**config.mk**
```make
export PLATFORM = sky130hd
export DESIGN_NAME = pusher_motor_sequencer_top_flat
export DESIGN_NICKNAME = d
export VERILOG_FILES = /design/src/hw/rtl/pms_pkg.sv /design/src/hw/rtl/pms_channels.sv /design/src/hw/rtl/pms_cfg_regs.sv /design/src/hw/rtl/pms_step.sv /design/src/hw/rtl/pusher_motor_sequencer_top.sv /design/src/flat_wrapper.sv
export SDC_FILE = /design/constraint.sdc
export NUM_CORES = 1
export LEC_CHECK = 0
export BUFFER_PORTS_ARGS = -buffer_cell sky130_fd_sc_hd__clkbuf_2
export CORE_ASPECT_RATIO = 0.9
export CORE_MARGIN = 2
export CORE_UTILIZATION = 50
export CTS_CLUSTER_DIAMETER = 40
export DETAILED_ROUTE_END_ITERATION = 8
export GPL_TIMING_DRIVEN = 0
export PLACE_DENSITY = 0.71
export SLEW_MARGIN = 20
export SYNTH_ARGS = -nofsm -noshare
export SYNTH_HDL_FRONTEND = slang
export SYNTH_SLANG_ARGS = --single-unit
```
**constraint.sdc**
```tcl
create_clock -name clk -period 2.9 [get_ports clk]
set_input_delay 0.145 -clock clk [delete_from_list [all_inputs] [get_ports clk]]
set_output_delay 0.145 -clock clk [all_outputs]
set_load 0.1 [all_outputs]
```
**src/hw/rtl/pms_pkg.sv**
```systemverilog
// pms_pkg: types, codes and constants of the pusher motor sequencer.
// Used by all modules; no dependencies.
package pms_pkg;

    localparam logic [7:0] SPEED_FULL    = 8'd255;
    localparam logic [7:0] SPEED_HOMING  = 8'd160;
    localparam logic [7:0] SPEED_SLOW    = 8'd80;
    localparam logic [7:0] SPEED_REVERSE = 8'd100;
    localparam logic [2:0] QUIET_MAX     = 3'd7;
    localparam logic [15:0] DARTS_MAX    = 16'hFFFF;

    localparam logic [7:0] COUNT_TARGET_RESET   = 8'd0;
    localparam logic [2:0] DEBOUNCE_RESET       = 3'd5;
    localparam logic [7:0] BACK_BRAKE_RESET     = 8'd200;
    localparam logic [7:0] FRONT_BRAKE_RESET    = 8'd100;

    typedef enum logic [2:0] {
        ST_INACTIVE  = 3'd0,
        ST_STARTING  = 3'd1,
        ST_RUNNING   = 3'd2,
        ST_RETURNING = 3'd3,
        ST_BRAKING   = 3'd4,
        ST_STOPPED   = 3'd5
    } op_state_t;

    typedef enum logic [2:0] {
        POS_UNKNOWN     = 3'd0,
        POS_FRONT       = 3'd1,
        POS_AFTER_FRONT = 3'd2,
        POS_BACK        = 3'd3,
        POS_AFTER_BACK  = 3'd4,
        POS_HOMING      = 3'd5,
        POS_SLOW_RETURN = 3'd6
    } pos_t;

    typedef enum logic [2:0] {
        OP_TICK  = 3'd0,
        OP_START = 3'd1,
        OP_STOP  = 3'd2,
        OP_BACK  = 3'd3,
        OP_FRONT = 3'd4
    } op_t;

    typedef enum logic [1:0] {
        CFG_COUNT_TARGET = 2'd0,
        CFG_DEBOUNCE     = 2'd1,
        CFG_BACK_BRAKE   = 2'd2,
        CFG_FRONT_BRAKE  = 2'd3
    } cfg_idx_t;

    typedef struct packed {
        logic [7:0] count_target;
        logic [2:0] debounce_ms;
        logic [7:0] back_brake_ms;
        logic [7:0] front_brake_ms;
    } cfg_t;

    typedef struct packed {
        logic [2:0] operation;
        logic       sensor_level;
        logic       launcher_ready;
    } in_item_t;

    typedef struct packed {
        op_state_t   op_state;
        pos_t        disc_position;
        logic [15:0] darts;
        logic [7:0]  brake_timer;
        logic [2:0]  back_quiet;
        logic [2:0]  front_quiet;
        logic        pin_a;
        logic        pin_b;
        logic [7:0]  duty;
        logic        standby_level;
    } seq_state_t;

endpackage

```
**src/hw/rtl/pms_channels.sv**
```systemverilog
// pms_in_if / pms_out_if: valid/ready item channels of the sequencer.
// Payload fields follow pms_pkg widths; no dependencies.
interface pms_in_if;
    logic       valid;
    logic       ready;
    logic [2:0] operation;
    logic       sensor_level;
    logic       launcher_ready;

    modport source (output valid, output operation, output sensor_level,
                    output launcher_ready, input ready);
    modport sink   (input valid, input operation, input sensor_level,
                    input launcher_ready, output ready);
endinterface

interface pms_out_if;
    logic        valid;
    logic        ready;
    logic        drive_in1;
    logic        drive_in2;
    logic [7:0]  drive_speed;
    logic        standby_out;
    logic [2:0]  operating_state;
    logic [2:0]  position_code;
    logic [15:0] dart_count;

    modport source (output valid, output drive_in1, output drive_in2,
                    output drive_speed, output standby_out, output operating_state,
                    output position_code, output dart_count, input ready);
    modport sink   (input valid, input drive_in1, input drive_in2,
                    input drive_speed, input standby_out, input operating_state,
                    input position_code, input dart_count, output ready);
endinterface

```
**src/hw/rtl/pms_cfg_regs.sv**
```systemverilog
// pms_cfg_regs: configuration registers behind the plain write port.
// Depends on pms_pkg.
module pms_cfg_regs (
    input  logic                clk,
    input  logic                rst_n,
    input  logic                we,
    input  logic [1:0]          index,
    input  logic [7:0]          data,
    output pms_pkg::cfg_t       cfg
);

    pms_pkg::cfg_t cfg_reg;

    always_ff @(posedge clk or negedge rst_n)
    begin
        if (!rst_n)
        begin
            cfg_reg.count_target   <= pms_pkg::COUNT_TARGET_RESET;
            cfg_reg.debounce_ms    <= pms_pkg::DEBOUNCE_RESET;
            cfg_reg.back_brake_ms  <= pms_pkg::BACK_BRAKE_RESET;
            cfg_reg.front_brake_ms <= pms_pkg::FRONT_BRAKE_RESET;
        end
        else if (we)
        begin
            unique case (pms_pkg::cfg_idx_t'(index))
                pms_pkg::CFG_COUNT_TARGET: cfg_reg.count_target   <= data;
                pms_pkg::CFG_DEBOUNCE:     cfg_reg.debounce_ms    <= data[2:0];
                pms_pkg::CFG_BACK_BRAKE:   cfg_reg.back_brake_ms  <= data;
                pms_pkg::CFG_FRONT_BRAKE:  cfg_reg.front_brake_ms <= data;
                default: ;
            endcase
        end
    end

    assign cfg = cfg_reg;

endmodule

```
**src/hw/rtl/pms_step.sv**
```systemverilog
// pms_step: next sequencer state for one item (tick, start, stop, sensor change).
// Depends on pms_pkg.
module pms_step (
    input  pms_pkg::cfg_t      cfg,
    input  pms_pkg::seq_state_t cur,
    input  pms_pkg::in_item_t  item,
    output pms_pkg::seq_state_t nxt
);

    logic target_set;
    logic target_reached;

    assign target_set     = (cfg.count_target != 8'd0);
    assign target_reached = (cur.darts >= {8'd0, cfg.count_target});

    always_comb
    begin
        nxt = cur;
        unique case (pms_pkg::op_t'(item.operation))
            pms_pkg::OP_TICK:
            begin
                if (cur.brake_timer != 8'd0)
                    nxt.brake_timer = cur.brake_timer - 8'd1;
                if (cur.back_quiet < pms_pkg::QUIET_MAX)
                    nxt.back_quiet = cur.back_quiet + 3'd1;
                if (cur.front_quiet < pms_pkg::QUIET_MAX)
                    nxt.front_quiet = cur.front_quiet + 3'd1;
                unique case (cur.op_state)
                    pms_pkg::ST_STARTING:
                    begin
                        if (item.launcher_ready)
                        begin
                            nxt.duty     = pms_pkg::SPEED_FULL;
                            nxt.pin_a    = 1'b1;
                            nxt.pin_b    = 1'b0;
                            nxt.op_state = pms_pkg::ST_RUNNING;
                        end
                    end
                    pms_pkg::ST_RUNNING:
                    begin
                        if (target_set && target_reached)
                            nxt.op_state = pms_pkg::ST_RETURNING;
                    end
                    pms_pkg::ST_RETURNING:
                    begin
                        if (cur.disc_position == pms_pkg::POS_UNKNOWN)
                        begin
                            nxt.duty          = pms_pkg::SPEED_HOMING;
                            nxt.pin_a         = 1'b1;
                            nxt.pin_b         = 1'b0;
                            nxt.standby_level = 1'b1;
                            nxt.disc_position = pms_pkg::POS_HOMING;
                        end
                        else if (cur.disc_position == pms_pkg::POS_AFTER_FRONT
                                 && nxt.brake_timer == 8'd0)
                        begin
                            nxt.duty          = pms_pkg::SPEED_SLOW;
                            nxt.pin_a         = 1'b1;
                            nxt.pin_b         = 1'b0;
                            nxt.disc_position = pms_pkg::POS_SLOW_RETURN;
                        end
                    end
                    pms_pkg::ST_BRAKING:
                    begin
                        if (nxt.brake_timer == 8'd0)
                        begin
                            nxt.pin_a = 1'b0;
                            nxt.pin_b = 1'b0;
                            if (cur.disc_position == pms_pkg::POS_BACK)
                                nxt.op_state = pms_pkg::ST_STOPPED;
                        end
                    end
                    pms_pkg::ST_STOPPED:
                    begin
                        nxt.op_state = pms_pkg::ST_INACTIVE;
                        nxt.darts    = 16'd0;
                    end
                    default: ;
                endcase
            end
            pms_pkg::OP_START:
            begin
                nxt.op_state = pms_pkg::ST_STARTING;
                nxt.darts    = 16'd0;
            end
            pms_pkg::OP_STOP:
            begin
                if ((cur.op_state == pms_pkg::ST_INACTIVE
                     || cur.op_state == pms_pkg::ST_STARTING
                     || cur.op_state == pms_pkg::ST_RUNNING)
                    && !(target_set && !target_reached))
                    nxt.op_state = pms_pkg::ST_RETURNING;
            end
            pms_pkg::OP_BACK:
            begin
                if (cur.back_quiet >= cfg.debounce_ms)
                begin
                    nxt.back_quiet = 3'd0;
                    if (!item.sensor_level)
                    begin
                        nxt.disc_position = pms_pkg::POS_BACK;
                        if (cur.op_state == pms_pkg::ST_RETURNING)
                        begin
                            nxt.op_state    = pms_pkg::ST_BRAKING;
                            nxt.pin_a       = 1'b1;
                            nxt.pin_b       = 1'b1;
                            nxt.brake_timer = cfg.back_brake_ms;
                        end
                    end
                    else
                    begin
                        nxt.disc_position = pms_pkg::POS_AFTER_BACK;
                        if (cur.op_state == pms_pkg::ST_BRAKING)
                        begin
                            nxt.op_state = pms_pkg::ST_RETURNING;
                            nxt.duty     = pms_pkg::SPEED_REVERSE;
                            nxt.pin_a    = 1'b0;
                            nxt.pin_b    = 1'b1;
                        end
                    end
                end
            end
            pms_pkg::OP_FRONT:
            begin
                if (cur.front_quiet >= cfg.debounce_ms)
                begin
                    nxt.front_quiet = 3'd0;
                    if (!item.sensor_level)
                    begin
                        nxt.disc_position = pms_pkg::POS_FRONT;
                        if (cur.darts != pms_pkg::DARTS_MAX)
                            nxt.darts = cur.darts + 16'd1;
                    end
                    else
                    begin
                        nxt.disc_position = pms_pkg::POS_AFTER_FRONT;
                        if (cur.op_state == pms_pkg::ST_RETURNING)
                        begin
                            nxt.pin_a       = 1'b1;
                            nxt.pin_b       = 1'b1;
                            nxt.brake_timer = cfg.front_brake_ms;
                        end
                    end
                end
            end
            default: ;
        endcase
    end

endmodule

```
**src/hw/rtl/pusher_motor_sequencer_top.sv**
```systemverilog
// pusher_motor_sequencer_top: input register, state update and result register.
// Depends on pms_pkg, pms_channels, pms_cfg_regs and pms_step.
//
//   channel   dir  handshake      payload
//   in_ch     in   valid/ready    operation, sensor_level, launcher_ready
//   out_ch    out  valid/ready    drive_in1/2, drive_speed, standby_out,
//                                 operating_state, position_code, dart_count
//   cfg_*     in   cfg_we only    cfg_index, cfg_data
//
// One item per cycle while the output is not stalled; each item passes the input register and then the result register.
// The state update is a single pass through pms_step between the input
// register and the result register. Reset is asynchronous, active low;
// no clearing pass. A stalled output holds the result and, once the input
// register is full too, drops in_ch.ready.
module pusher_motor_sequencer_top (
    input  logic       clk,
    input  logic       rst_n,
    pms_in_if.sink     in_ch,
    pms_out_if.source  out_ch,
    input  logic       cfg_we,
    input  logic [1:0] cfg_index,
    input  logic [7:0] cfg_data
);

    pms_pkg::cfg_t       cfg;
    pms_pkg::in_item_t   item_reg;
    logic                item_valid_reg;
    pms_pkg::seq_state_t state_reg;
    pms_pkg::seq_state_t state_next;
    pms_pkg::seq_state_t result_reg;
    logic                result_valid_reg;
    logic                advance;

    pms_cfg_regs u_cfg (
        .clk   (clk),
        .rst_n (rst_n),
        .we    (cfg_we),
        .index (cfg_index),
        .data  (cfg_data),
        .cfg   (cfg)
    );

    pms_step u_step (
        .cfg  (cfg),
        .cur  (state_reg),
        .item (item_reg),
        .nxt  (state_next)
    );

    assign advance     = item_valid_reg && (!result_valid_reg || out_ch.ready);
    assign in_ch.ready = !item_valid_reg || advance;

    always_ff @(posedge clk or negedge rst_n)
    begin
        if (!rst_n)
            item_valid_reg <= 1'b0;
        else if (in_ch.ready)
            item_valid_reg <= in_ch.valid;
    end

    always_ff @(posedge clk)
    begin
        if (in_ch.ready && in_ch.valid)
        begin
            item_reg.operation      <= in_ch.operation;
            item_reg.sensor_level   <= in_ch.sensor_level;
            item_reg.launcher_ready <= in_ch.launcher_ready;
        end
    end

    always_ff @(posedge clk or negedge rst_n)
    begin
        if (!rst_n)
        begin
            state_reg.op_state      <= pms_pkg::ST_RETURNING;
            state_reg.disc_position <= pms_pkg::POS_UNKNOWN;
            state_reg.darts         <= 16'd0;
            state_reg.brake_timer   <= 8'd0;
            state_reg.back_quiet    <= 3'd0;
            state_reg.front_quiet   <= 3'd0;
            state_reg.pin_a         <= 1'b0;
            state_reg.pin_b         <= 1'b0;
            state_reg.duty          <= 8'd0;
            state_reg.standby_level <= 1'b1;
        end
        else if (advance)
            state_reg <= state_next;
    end

    always_ff @(posedge clk or negedge rst_n)
    begin
        if (!rst_n)
            result_valid_reg <= 1'b0;
        else if (advance)
            result_valid_reg <= 1'b1;
        else if (out_ch.ready)
            result_valid_reg <= 1'b0;
    end

    always_ff @(posedge clk)
    begin
        if (advance)
            result_reg <= state_next;
    end

    assign out_ch.valid           = result_valid_reg;
    assign out_ch.drive_in1       = result_reg.pin_a;
    assign out_ch.drive_in2       = result_reg.pin_b;
    assign out_ch.drive_speed     = result_reg.duty;
    assign out_ch.standby_out     = result_reg.standby_level;
    assign out_ch.operating_state = result_reg.op_state;
    assign out_ch.position_code   = result_reg.disc_position;
    assign out_ch.dart_count      = result_reg.darts;

`ifndef SYNTH
    // an item taken into an empty pipe reaches out_ch.valid through the input and result registers
    a_latency: assert property (@(posedge clk) disable iff (!rst_n)
        (in_ch.valid && in_ch.ready && !item_valid_reg && !result_valid_reg)
        |=> ##1 out_ch.valid)
        else $error("item lost in empty pipe");

    // a running brake timer in braking keeps the bridge shorted
    a_brake_pins: assert property (@(posedge clk) disable iff (!rst_n)
        (state_reg.op_state == pms_pkg::ST_BRAKING && state_reg.brake_timer != 8'd0)
        |-> (state_reg.pin_a && state_reg.pin_b))
        else $error("braking without brake drive");

    // state moves only with an item passing to the result register
    a_state_hold: assert property (@(posedge clk) disable iff (!rst_n)
        !advance |=> $stable(state_reg))
        else $error("state changed without an item");
`endif

endmodule

```
**src/flat_wrapper.sv**
```systemverilog
// flat-port wrapper written by rule: the top's interface ports become plain ports
module pusher_motor_sequencer_top_flat 
  (clk, rst_n, cfg_we, cfg_index, cfg_data, in_ch_valid, in_ch_operation, in_ch_sensor_level, in_ch_launcher_ready, in_ch_ready, out_ch_valid, out_ch_drive_in1, out_ch_drive_in2, out_ch_drive_speed, out_ch_standby_out, out_ch_operating_state, out_ch_position_code, out_ch_dart_count, out_ch_ready);
  pms_in_if in_ch_i ();
  pms_out_if out_ch_i ();
  input  logic clk;
  input  logic rst_n;
  input  logic cfg_we;
  input  logic [1:0] cfg_index;
  input  logic [7:0] cfg_data;
  input wire logic [$bits(in_ch_i.valid)-1:0] in_ch_valid;
  input wire logic [$bits(in_ch_i.operation)-1:0] in_ch_operation;
  input wire logic [$bits(in_ch_i.sensor_level)-1:0] in_ch_sensor_level;
  input wire logic [$bits(in_ch_i.launcher_ready)-1:0] in_ch_launcher_ready;
  output wire logic [$bits(in_ch_i.ready)-1:0] in_ch_ready;
  output wire logic [$bits(out_ch_i.valid)-1:0] out_ch_valid;
  output wire logic [$bits(out_ch_i.drive_in1)-1:0] out_ch_drive_in1;
  output wire logic [$bits(out_ch_i.drive_in2)-1:0] out_ch_drive_in2;
  output wire logic [$bits(out_ch_i.drive_speed)-1:0] out_ch_drive_speed;
  output wire logic [$bits(out_ch_i.standby_out)-1:0] out_ch_standby_out;
  output wire logic [$bits(out_ch_i.operating_state)-1:0] out_ch_operating_state;
  output wire logic [$bits(out_ch_i.position_code)-1:0] out_ch_position_code;
  output wire logic [$bits(out_ch_i.dart_count)-1:0] out_ch_dart_count;
  input wire logic [$bits(out_ch_i.ready)-1:0] out_ch_ready;
  assign in_ch_i.valid = in_ch_valid;
  assign in_ch_i.operation = in_ch_operation;
  assign in_ch_i.sensor_level = in_ch_sensor_level;
  assign in_ch_i.launcher_ready = in_ch_launcher_ready;
  assign in_ch_ready = in_ch_i.ready;
  assign out_ch_valid = out_ch_i.valid;
  assign out_ch_drive_in1 = out_ch_i.drive_in1;
  assign out_ch_drive_in2 = out_ch_i.drive_in2;
  assign out_ch_drive_speed = out_ch_i.drive_speed;
  assign out_ch_standby_out = out_ch_i.standby_out;
  assign out_ch_operating_state = out_ch_i.operating_state;
  assign out_ch_position_code = out_ch_i.position_code;
  assign out_ch_dart_count = out_ch_i.dart_count;
  assign out_ch_i.ready = out_ch_ready;
  pusher_motor_sequencer_top u_core (.clk(clk), .rst_n(rst_n), .in_ch(in_ch_i), .out_ch(out_ch_i), .cfg_we(cfg_we), .cfg_index(cfg_index), .cfg_data(cfg_data));
endmodule
```
==> flow_summary.toml, run 1 <==
[sta]
post-route-min-period_ns = 2.78
slew_violations = 0
finClkSkew_ns = 0.0101
fin_ws_ns = 0.115
fmax_mhz = 359
slew_headroom = 0.330
finalHoldViolations = 0
period_share = 0.960
rsz0062_at_grt = "yes"
tns_ns = 0
final-setup-viol-count = 0
worst_pin_slew_ns = 1.01

[floorplan]
fp.dieW_um = 122
initial_core_util = 0.515
die_h_um = 110
ios = 55
coreArea_um2 = 12100
die-area_um2 = 13400
row_count = 38

[power_and_ir_drop]
p_per_area_nw_per_um2 = 918
p_leak_nw = 3.08
power_mw = 6.97
irDropWorstVdd_mv = 0.571

[worst_setup_path]
cpPeakStageDelay_ns = 0.52
path_cells = "inv_1 -> ha_1 -> a21o_1 -> a31oi_4 -> nor2_2 -> and3_1 -> clkbuf_1 -> a2111oi_1 -> a221oi_1"
crit_family = "compound AO/OA/AOI/OAI gates"
critPathSlowestCell = "dfstp_2"
critical_path_class = "reg2reg"
end_kind = "flop"
path_buf_inv = 2
crit_fanout = 8
critical_path.startpoint_type = "flop"
required_ns = 3.03
worst_ep_arrival_time_ns = 2.92

[place]
place_ws_ns = -0.314
io_buffer_count = 54
placedCellCount = 877
gp_congestion = 0.888
hpwlAfterDp_um = 11600

[clock_tree]
clk_pin_slew_worst_paths_ns = 0.05
cts_root_buf = "clkbuf_16"
cts_buffer_depth = 2
cts_buffers = 17
htree_levels = 4
clock_latency_ns = 0.43
cts_tree = "built"
clock-sinks = 114

[detailed_routing]
wl_per_cell_um = 18.0
dr.pass1.iters = 5
dr.first_iter.drc_count = 420
via_per_inst = 6.12
vias = 5646
wl_um = 16600
antenna_left = 0
drc = 0

[layout]
multi_input_comb_area_um2 = 3070
syn2layout_area_growth_pct = 21.5
drive_above_1_share = 0.193
regArea_um2 = 3060
instances_no_fill = 922
final_nets = 787
nFillCells = 1026
largest_reg_flops = 47
antennaDiodeCount = 0

[global_routing]
overflow = 0
grt_max_degree = 52
antenna_found_initial = 0
grt_pass1_vias = 5412
grt_use_total = 0.266
grt_pass1_wl_um = 27300

[flow_run]
maxCapViolations = 0

[logic_synthesis]
async_flop_share = 0.667
ys_ff_latch = 114
yosysUniqueCellTypes = 57
synth_cells = 662
synth.top_cells.by_area = "dfrtp_1, edfxtp_1, o21ai_0"
synth_top_area_frac = 0.260
synth-edff-count = 38
postSynthAreaPerCell_um2 = 9.43
ys.flop_type = "dfrtp_1"
synth_top_area_cell = "dfrtp_1"
synthesis.area_um2 = 6240
yosysWarnings = 0
syn-num-nets = 700
seq_area_frac_synth = 0.489

[hold_path]
hold_class = "in2reg"

[status]
status = "completed"
## logic make-up (layout without fill, tap and decap cells)
kind of cell               Yosys count  in the layout  synth area share
AOI/OAI and AO/OA                  209            209             0.212
adders and majority gates           18             18            0.0361
buffers and inverters               63            163            0.0385
DFF                                114            114             0.489
muxes                               24             24            0.0427
xor gates and xnor gates             2              2           0.00281
and+or+nand+nor                    232            232             0.178
## power breakdown
part           internal (mW)  switching [mW]  total, mW
combinational          0.823            1.74       2.57
sequential              2.08           0.281       2.36
clock                   1.34           0.701       2.04
## timing repair
action / 4_1_cts / 5_1_grt
buffers inserted: 3 / 2
hold endpoints to repair: 33 / 0
pin swaps: 2 / 4
setup endpoints to repair: 47 / 44
hold buffers: 10 / 0
resized for setup: 16 / 11
## cell usage in the layout, fill, tap and decap left out, types with 15 or more instances in the layout
cell type  count
nor2_1        57
ha_1          17
a21oi_1       41
clkbuf_16     18
nand3_1       19
clkbuf_1      35
mux2_2        21
nand2_1       70
o21ai_0       73
clkbuf_2      54
inv_1         27
edfxtp_1      38
dfrtp_1       64
o31ai_1       15
## final timing paths
path / start / end / slack, ns / cells after the start
setup / recovery: u_core.u_cfg.cfg[18] / u_core.out_ch.operating_state[1] / 0.12 / 9
hold / removal: cfg_data[1] / u_core.u_cfg.cfg[20] / 0.00002 / 3
setup reg to reg: u_core.u_cfg.cfg[18] / u_core.out_ch.operating_state[1] / 0.12 / 9
hold reg to reg: u_core.item_valid_reg / u_core.out_ch.valid / 0.50 / 1
max in group asynchronous: rst_n / u_core.u_cfg.cfg[6] / 2.02 / 3
min in group asynchronous: rst_n / u_core.state_reg[25] / 0.23 / 2
## metal layers
layer  part of all wire  vias to the layer above  wire (um)  global-route usage
li1                   -                     2641          -                   -
met1               0.44                     2724       7370               0.359
met2               0.46                      251       7610               0.413
met3              0.078                       30       1300              0.0736
met4              0.020                        0        331               0.102
met5                  0                        -          0                   0
## synthesized netlist by cell type, types with 3 or more instances
| cell | instances |
|---|---|
| nand4_1 | 7 |
| a21o_1 | 6 |
| o21a_1 | 3 |
| a211oi_1 | 5 |
| o22ai_1 | 6 |
| inv_1 | 27 |
| a21oi_1 | 41 |
| nand2b_1 | 11 |
| nor2b_1 | 5 |
| mux2_2 | 21 |
| ha_1 | 18 |
| a31oi_1 | 8 |
| clkbuf_1 | 33 |
| or3_1 | 5 |
| o31ai_1 | 15 |
| mux2i_1 | 3 |
| o21ai_0 | 74 |
| o211ai_1 | 9 |
| nand2_1 | 70 |
| dfstp_2 | 11 |
| and2_1 | 4 |
| dfrtp_1 | 65 |
| or2_2 | 4 |
| and3_1 | 5 |
| nor2_1 | 61 |
| a22o_1 | 6 |
| o22a_1 | 3 |
| a32oi_1 | 3 |
| nor3b_1 | 4 |
| o311ai_0 | 3 |
| nand3b_1 | 5 |
| edfxtp_1 | 38 |
| nor4_1 | 11 |
| a221oi_1 | 9 |
| nor3_1 | 13 |
| nand3_1 | 20 |
## stage by stage
step,util,instance area [um2],hold slack (ns)
floorplan,-,6250,-0.151
global placement,0.554,6720,0.328
detailed placement,0.557,6750,0.141
CTS,0.621,7530,0.00560
global route,0.626,7590,0.0177
finish,0.626,7590,0.0000199
## cell type report
| cell class | count | area share |
|---|---|---|
| buffer | 34 | 0.0185 |
| clock buffer | 28 | 0.0709 |
| clock inverter | 4 | 0.00594 |
| inverter | 27 | 0.0134 |
| multi-input combinational | 485 | 0.404 |
| sequential | 114 | 0.403 |
| tap | 160 | 0.0264 |
| timing repair buffer | 70 | 0.0577 |
## worst reg2reg max path: stages, from the launching register on
cell and delay (ns):
dfstp_2 0.52, inv_1 0.06, ha_1 0.32, a21o_1 0.22, a31oi_4 0.26, nor2_2 0.16, and3_1 0.20, clkbuf_1 0.18
a2111oi_1 0.43, a221oi_1 0.13
Power figures use the tool's default switching activity.
==> inputs of run 2 (changes only) <==
--- a/config.mk
+++ b/config.mk
@@ -6,13 +6,13 @@
 export NUM_CORES = 1
 export LEC_CHECK = 0
 export BUFFER_PORTS_ARGS = -buffer_cell sky130_fd_sc_hd__clkbuf_2
-export CORE_ASPECT_RATIO = 0.9
 export CORE_MARGIN = 2
-export CORE_UTILIZATION = 50
+export CORE_UTILIZATION = 54
 export CTS_CLUSTER_DIAMETER = 40
+export CTS_CLUSTER_SIZE = 20
 export DETAILED_ROUTE_END_ITERATION = 8
 export GPL_TIMING_DRIVEN = 0
-export PLACE_DENSITY = 0.71
+export PLACE_DENSITY = 0.76
 export SLEW_MARGIN = 20
 export SYNTH_ARGS = -nofsm -noshare
 export SYNTH_HDL_FRONTEND = slang
==> flow_summary.toml, run 2 (synthesized netlist as in run 1, its figures left out) <==
[floorplan]
die_h_um = 112
coreArea_um2 = 11400
die-area_um2 = 12400
fp.dieW_um = 112
ios = 55
row_count = 39
initial_core_util = 0.549

[layout]
final_core_util = 0.668
antennaDiodeCount = 0
final_nets = 790
instances_no_fill = 908
largest_reg_flops = 47
drive_above_1_share = 0.204
final_common_cell = "o21ai_0"
nFillCells = 901
layout_common_cells = "o21ai_0, nand2_1, dfrtp_1, nor2_1, clkbuf_2"
syn2layout_area_growth_pct = 21.6

[worst_setup_path]
critical_path_class = "reg2reg"
end_kind = "flop"
path_buf_inv = 2
crit_fanout = 6
required_ns = 3.17
cpPeakStageDelay_ns = 0.47
r2r_slack_ns = 0.11
critPathSlowestCell = "or4b_4"
crit_family = "compound AO/OA/AOI/OAI gates"
worst_ep_arrival_time_ns = 3.06
path_cells = "inv_2 -> ha_4 -> or4b_4 -> o32a_1 -> a211oi_4 -> o21ai_4 -> buf_4 -> nor4_2 -> or3_4 -> a2bb2oi_4"
critical_path.startpoint_type = "flop"

[global_routing]
overflow = 0
grt_use_total = 0.273
grt_max_degree = 49
grt_use_met1 = 0.369
gr-usage-met3 = 0.0615
grt_pass1_vias = 5357
gr-usage-met2 = 0.441
grt_pass1_wl_um = 27200
top_usage_layer = "met2"
antenna_found_initial = 0

[detailed_routing]
antenna_left = 0
wl_per_cell_um = 18.2
drc = 0
via_per_inst = 6.21
dr.pass1.iters = 5
wl_um = 16600
vias = 5643
dr.first_iter.drc_count = 508

[power_and_ir_drop]
irDropWorstVdd_mv = 0.542
comb_power_share = 0.366
clock_power_share = 0.291
seq_power_share = 0.342
p_per_area_nw_per_um2 = 913
power_mw = 6.94
internal_power_mw = 4.18
switchingPower_mw = 2.76
p_leak_nw = 3.10
sw_frac_of_total = 0.398

[clock_tree]
cts_tree = "built"
clock-sinks = 114
htree_levels = 4
cts_buffers = 17
cts_buffer_depth = 2
cts_root_buf = "clkbuf_16"
clk_pin_slew_worst_paths_ns = 0.06
clock_latency_ns = 0.42

[sta]
fin_ws_ns = 0.112
final-setup-viol-count = 0
fmax_mhz = 359
slew_violations = 0
finalHoldViolations = 0
slew_headroom = 0.299
worst_pin_slew_ns = 1.05
hold_ws_ns = 0.0171
finClkSkew_ns = 0.00725
post-route-min-period_ns = 2.79
period_share = 0.961

[place]
gp_congestion = 0.963
hpwlAfterDp_um = 11300
io_buffer_count = 54
place_ws_ns = -0.321
placedCellCount = 860

[status]
status = "completed"

[flow_run]
maxCapViolations = 0

[hold_path]
hold_class = "in2reg"
==> run 2: power by group through the flow <==
| stage | Clock [mW] | Combinational (mW) | Sequential (mW) |
|---|---|---|---|
| 2_1_floorplan | 0 | 1.33 | 2.81 |
| 3_3_place_gp | 0 | 2.22 | 2.35 |
| 3_5_place_dp | 0 | 2.29 | 2.37 |
| 4_1_cts | 2.04 | 2.45 | 2.36 |
| 5_1_grt | 2.11 | 2.77 | 2.42 |
| 6_report | 2.02 | 2.54 | 2.38 |
==> run 2: area by class of cell <==
type | count | area (um2) | area share
multi-input cells | 485 | 3080 | 0.406
flip-flops and latches | 114 | 3060 | 0.403
clock buffers | 20 | 478 | 0.0629
repair buffers | 72 | 453 | 0.0596
well taps | 143 | 179 | 0.0236
plain buffers | 35 | 144 | 0.0189
inverters | 27 | 101 | 0.0133
clock inverters | 12 | 100 | 0.0132
==> run 2: final timing paths <==
| check | start | endpoint | cells after the start |
|---|---|---|---|
| setup / recovery | u_core.state_reg[18] | u_core.out_ch.operating_state[0] | 10 |
| hold / removal | cfg_data[3] | u_core.u_cfg.cfg[3] | 2 |
| setup reg to reg | u_core.state_reg[18] | u_core.out_ch.operating_state[0] | 10 |
| hold reg to reg | u_core.state_reg[2] | u_core.state_reg[2] | 2 |
| max in group asynchronous | rst_n | u_core.u_cfg.cfg[5] | 3 |
| min in group asynchronous | rst_n | u_core.state_reg[35] | 2 |
==> run 2: what timing repair did <==
action | in CTS | in global routing
gates resized for setup | 19 | 12
setup endpoints to repair | 45 | 26
endpoints found under the hold margin | 35 | 0
cloned | 0 | 0
hold buffers | 10 | 0
buffers inserted | 6 | 1
pin swaps | 6 | 5
==> run 2: metrics by stage <==
| stage | setup TNS (ns) | area [um2] |
|---|---|---|
| 2_1_floorplan | 0 | 6250 |
| 3_3_place_gp | -3.51 | 6700 |
| 3_5_place_dp | -6.78 | 6730 |
| 4_1_cts | 0 | 7540 |
| 5_1_grt | -0.0133 | 7600 |
| 6_report | 0 | 7600 |
==> run 2: metal layers <==
metal  wire [um]  vias up
li1            -     2645
met4         295        0
met5           0        -
met3        1150       28
met2        7990      245
met1        7130     2725
==> inputs of run 3 (changes only) <==
--- a/config.mk
+++ b/config.mk
@@ -16,4 +16,5 @@
 export SLEW_MARGIN = 20
 export SYNTH_ARGS = -nofsm -noshare
 export SYNTH_HDL_FRONTEND = slang
+export SYNTH_HIERARCHICAL = 1
 export SYNTH_SLANG_ARGS = --single-unit
==> flow_summary.toml, run 3 <==
[status]
status = "completed"

[worst_setup_path]
critPathSlowestCell = "dfstp_2"
r2r_end = "u_core/state_reg[45]"
worst_ep_arrival_time_ns = 3.09
critical_path_class = "reg2reg"
required_ns = 3.27
ff2ff_path_depth = 9
crit_family = "compound AO/OA/AOI/OAI gates"
end_kind = "flop"
reg2reg_from = "u_core/u_cfg/cfg[18]"
critical_path.startpoint_type = "flop"
path_cells = "inv_1 -> ha_1 -> nand2_1 -> o21ai_1 -> nand3_1 -> nor2_2 -> a211oi_1 -> a222oi_1 -> mux2_2"
r2r_slack_ns = 0.18
cpPeakStageDelay_ns = 0.52
crit_fanout = 9
path_buf_inv = 1

[layout]
final_common_cell = "dfrtp_1"
layout_common_cells = "dfrtp_1, clkbuf_2, mux2_2, nand2_1"
final_core_util = 0.659
largest_reg_flops = 47
syn2layout_area_growth_pct = 18.8
drive_above_1_share = 0.301
fin_area_um2 = 7560
final_nets = 710
antennaDiodeCount = 0

[power_and_ir_drop]
irDropWorstVdd_mv = 0.935
clock_power_share = 0.288
internal_power_mw = 4.19
comb_power_share = 0.360
sw_frac_of_total = 0.388
p_per_area_nw_per_um2 = 904
power_mw = 6.84
p_leak_nw = 3.21
switchingPower_mw = 2.65
seq_power_share = 0.352

[global_routing]
antenna_found_initial = 0
grt_max_degree = 48
grt_pass1_vias = 4896
grt_use_total = 0.259
grt_pass1_wl_um = 25600
overflow = 0

[floorplan]
ios = 55
row_count = 39
die-area_um2 = 12700
fp.dieW_um = 113
initial_core_util = 0.555
coreArea_um2 = 11500
die_h_um = 113

[logic_synthesis]
yosysMostFrequentCell = "dfrtp_1"
synth_top_area_cell = "dfrtp_1"
ys_ff_latch = 114
seq_area_frac_synth = 0.480
syn-num-nets = 626
async_flop_share = 0.667
synth_cells = 588
ys.flop_type = "dfrtp_1"
postSynthAreaPerCell_um2 = 10.8
synth_top_area_frac = 0.256
synth.top_cells.by_area = "dfrtp_1, edfxtp_1, mux2_2"
yosysWarnings = 6
yosysUniqueCellTypes = 73
synthesis.area_um2 = 6370
yosys-top-cells-count = "dfrtp_1, mux2_2, nand2_1, nor2_1, edfxtp_1"
synth-edff-count = 38

[place]
placed_cell_area_um2 = 6850
gp_congestion = 0.899
hpwlAfterDp_um = 10900
io_buffer_count = 54

[sta]
fmax_mhz = 367
finClkSkew_ns = 0.00535
slew_violations = 0
slew_headroom = 0.307
period_share = 0.939
rsz0062_at_grt = "yes"
tns_ns = 0
post-route-min-period_ns = 2.72
worst_pin_slew_ns = 1.03
finalHoldViolations = 0
hold_ws_ns = 0.0197
final-setup-viol-count = 0

[hold_path]
min_from = "cfg_data[7]"
hold_end = "u_core/u_cfg/cfg[15]"
min_path_cells = 2
hold_class = "in2reg"

[detailed_routing]
antenna_left = 0
wl_um = 15500
drc = 0
dr.pass1.iters = 5
dr.first_iter.drc_count = 367
via_per_inst = 6.07
vias = 5028
wl_per_cell_um = 18.7

[clock_tree]
cts_buffers = 17
clock-sinks = 114
cts_root_buf = "clkbuf_16"
clock_latency_ns = 0.42
cts_buffer_depth = 2
cts_tree = "built"
htree_levels = 4
clk_pin_slew_worst_paths_ns = 0.05

[flow_run]
maxCapViolations = 0
[run 3: changes by cell type in the layout (fill, tap and decap cells not counted), sizes merged, moves of 16 or more]
cell,delta
mux2,+53
nor2,-21
o21ai,-34
nand2,-19
clkbuf,-17
a21oi,-16
[run 3: kinds of logic after synthesis]
group / count (synthesis) / synth area share
DFF: 114 / 0.480
xor gates and xnor gates: 2 / 0.00275
muxes: 75 / 0.144
buffers and inverters: 49 / 0.0336
AOI/OAI and AO/OA: 134 / 0.139
adders and majority gates: 18 / 0.0354
and+or+nand+nor: 196 / 0.165
[run 3: area by class of cell]
| class | instances | area, um2 |
|---|---|---|
| Fill cell | 882 | 3910 |
| Buffer | 25 | 126 |
| Sequential cell | 114 | 3060 |
| Clock inverter | 11 | 71.3 |
| Clock buffer | 21 | 504 |
| Multi-Input combinational cell | 425 | 3130 |
| Tap cell | 143 | 179 |
| Timing Repair Buffer | 66 | 410 |
| Inverter | 23 | 86.3 |
[run 3: power by group through the flow]
stage	Sequential [mW]	Clock, mW	Combinational (mW)
after global placement	2.39	0	2.31
after global routing	2.45	2.08	2.67
after detailed placement	2.42	0	2.38
after floorplan	2.86	0	1.39
after CTS	2.39	2.01	2.42
final	2.41	1.97	2.46
[run 3: how the worst max path moves through the flow]
stage / slack [ns] / start / end / cells past startpoint
after global routing: 0.008 / u_core/state_reg[45] / u_core/state_reg[19] / 9
final: 0.18 / u_core/u_cfg/cfg[18] / u_core/state_reg[45] / 9
after CTS: 0.01 / u_core/u_cfg/cfg[18] / u_core/state_reg[41] / 9
after global placement: -0.08 / u_core/u_cfg/cfg[18] / u_core/state_reg[30] / 10
after floorplan: 0.09 / u_core/out_ch.valid / u_core/item_reg[0] / 2
after detailed placement: -0.14 / u_core/u_cfg/cfg[18] / u_core/state_reg[30] / 10
[run 3: layer usage]
metal,global-route usage,wire length [um],vias to the layer above
li1,-,-,2388
met1,0.352,6910,2436
met2,0.414,7430,182
met3,0.0583,950,22
met4,0.0886,213,0
met5,0,0,-
[run 3: what timing repair did]
item                                   4_1_cts  5_1_grt
resized for setup                            1       11
endpoints found under the hold margin       43        0
setup endpoints to repair                   13       29
setup buffers                                0        0
hold buffers                                11        0
[run 3: stage by stage]
stage                     setup WS [ns]  std cells
after global routing            0.00799        828
after CTS                        0.0139        828
after detailed placement         -0.139        786
after floorplan                  0.0912        588
after global placement          -0.0758        785
final                             0.177        828
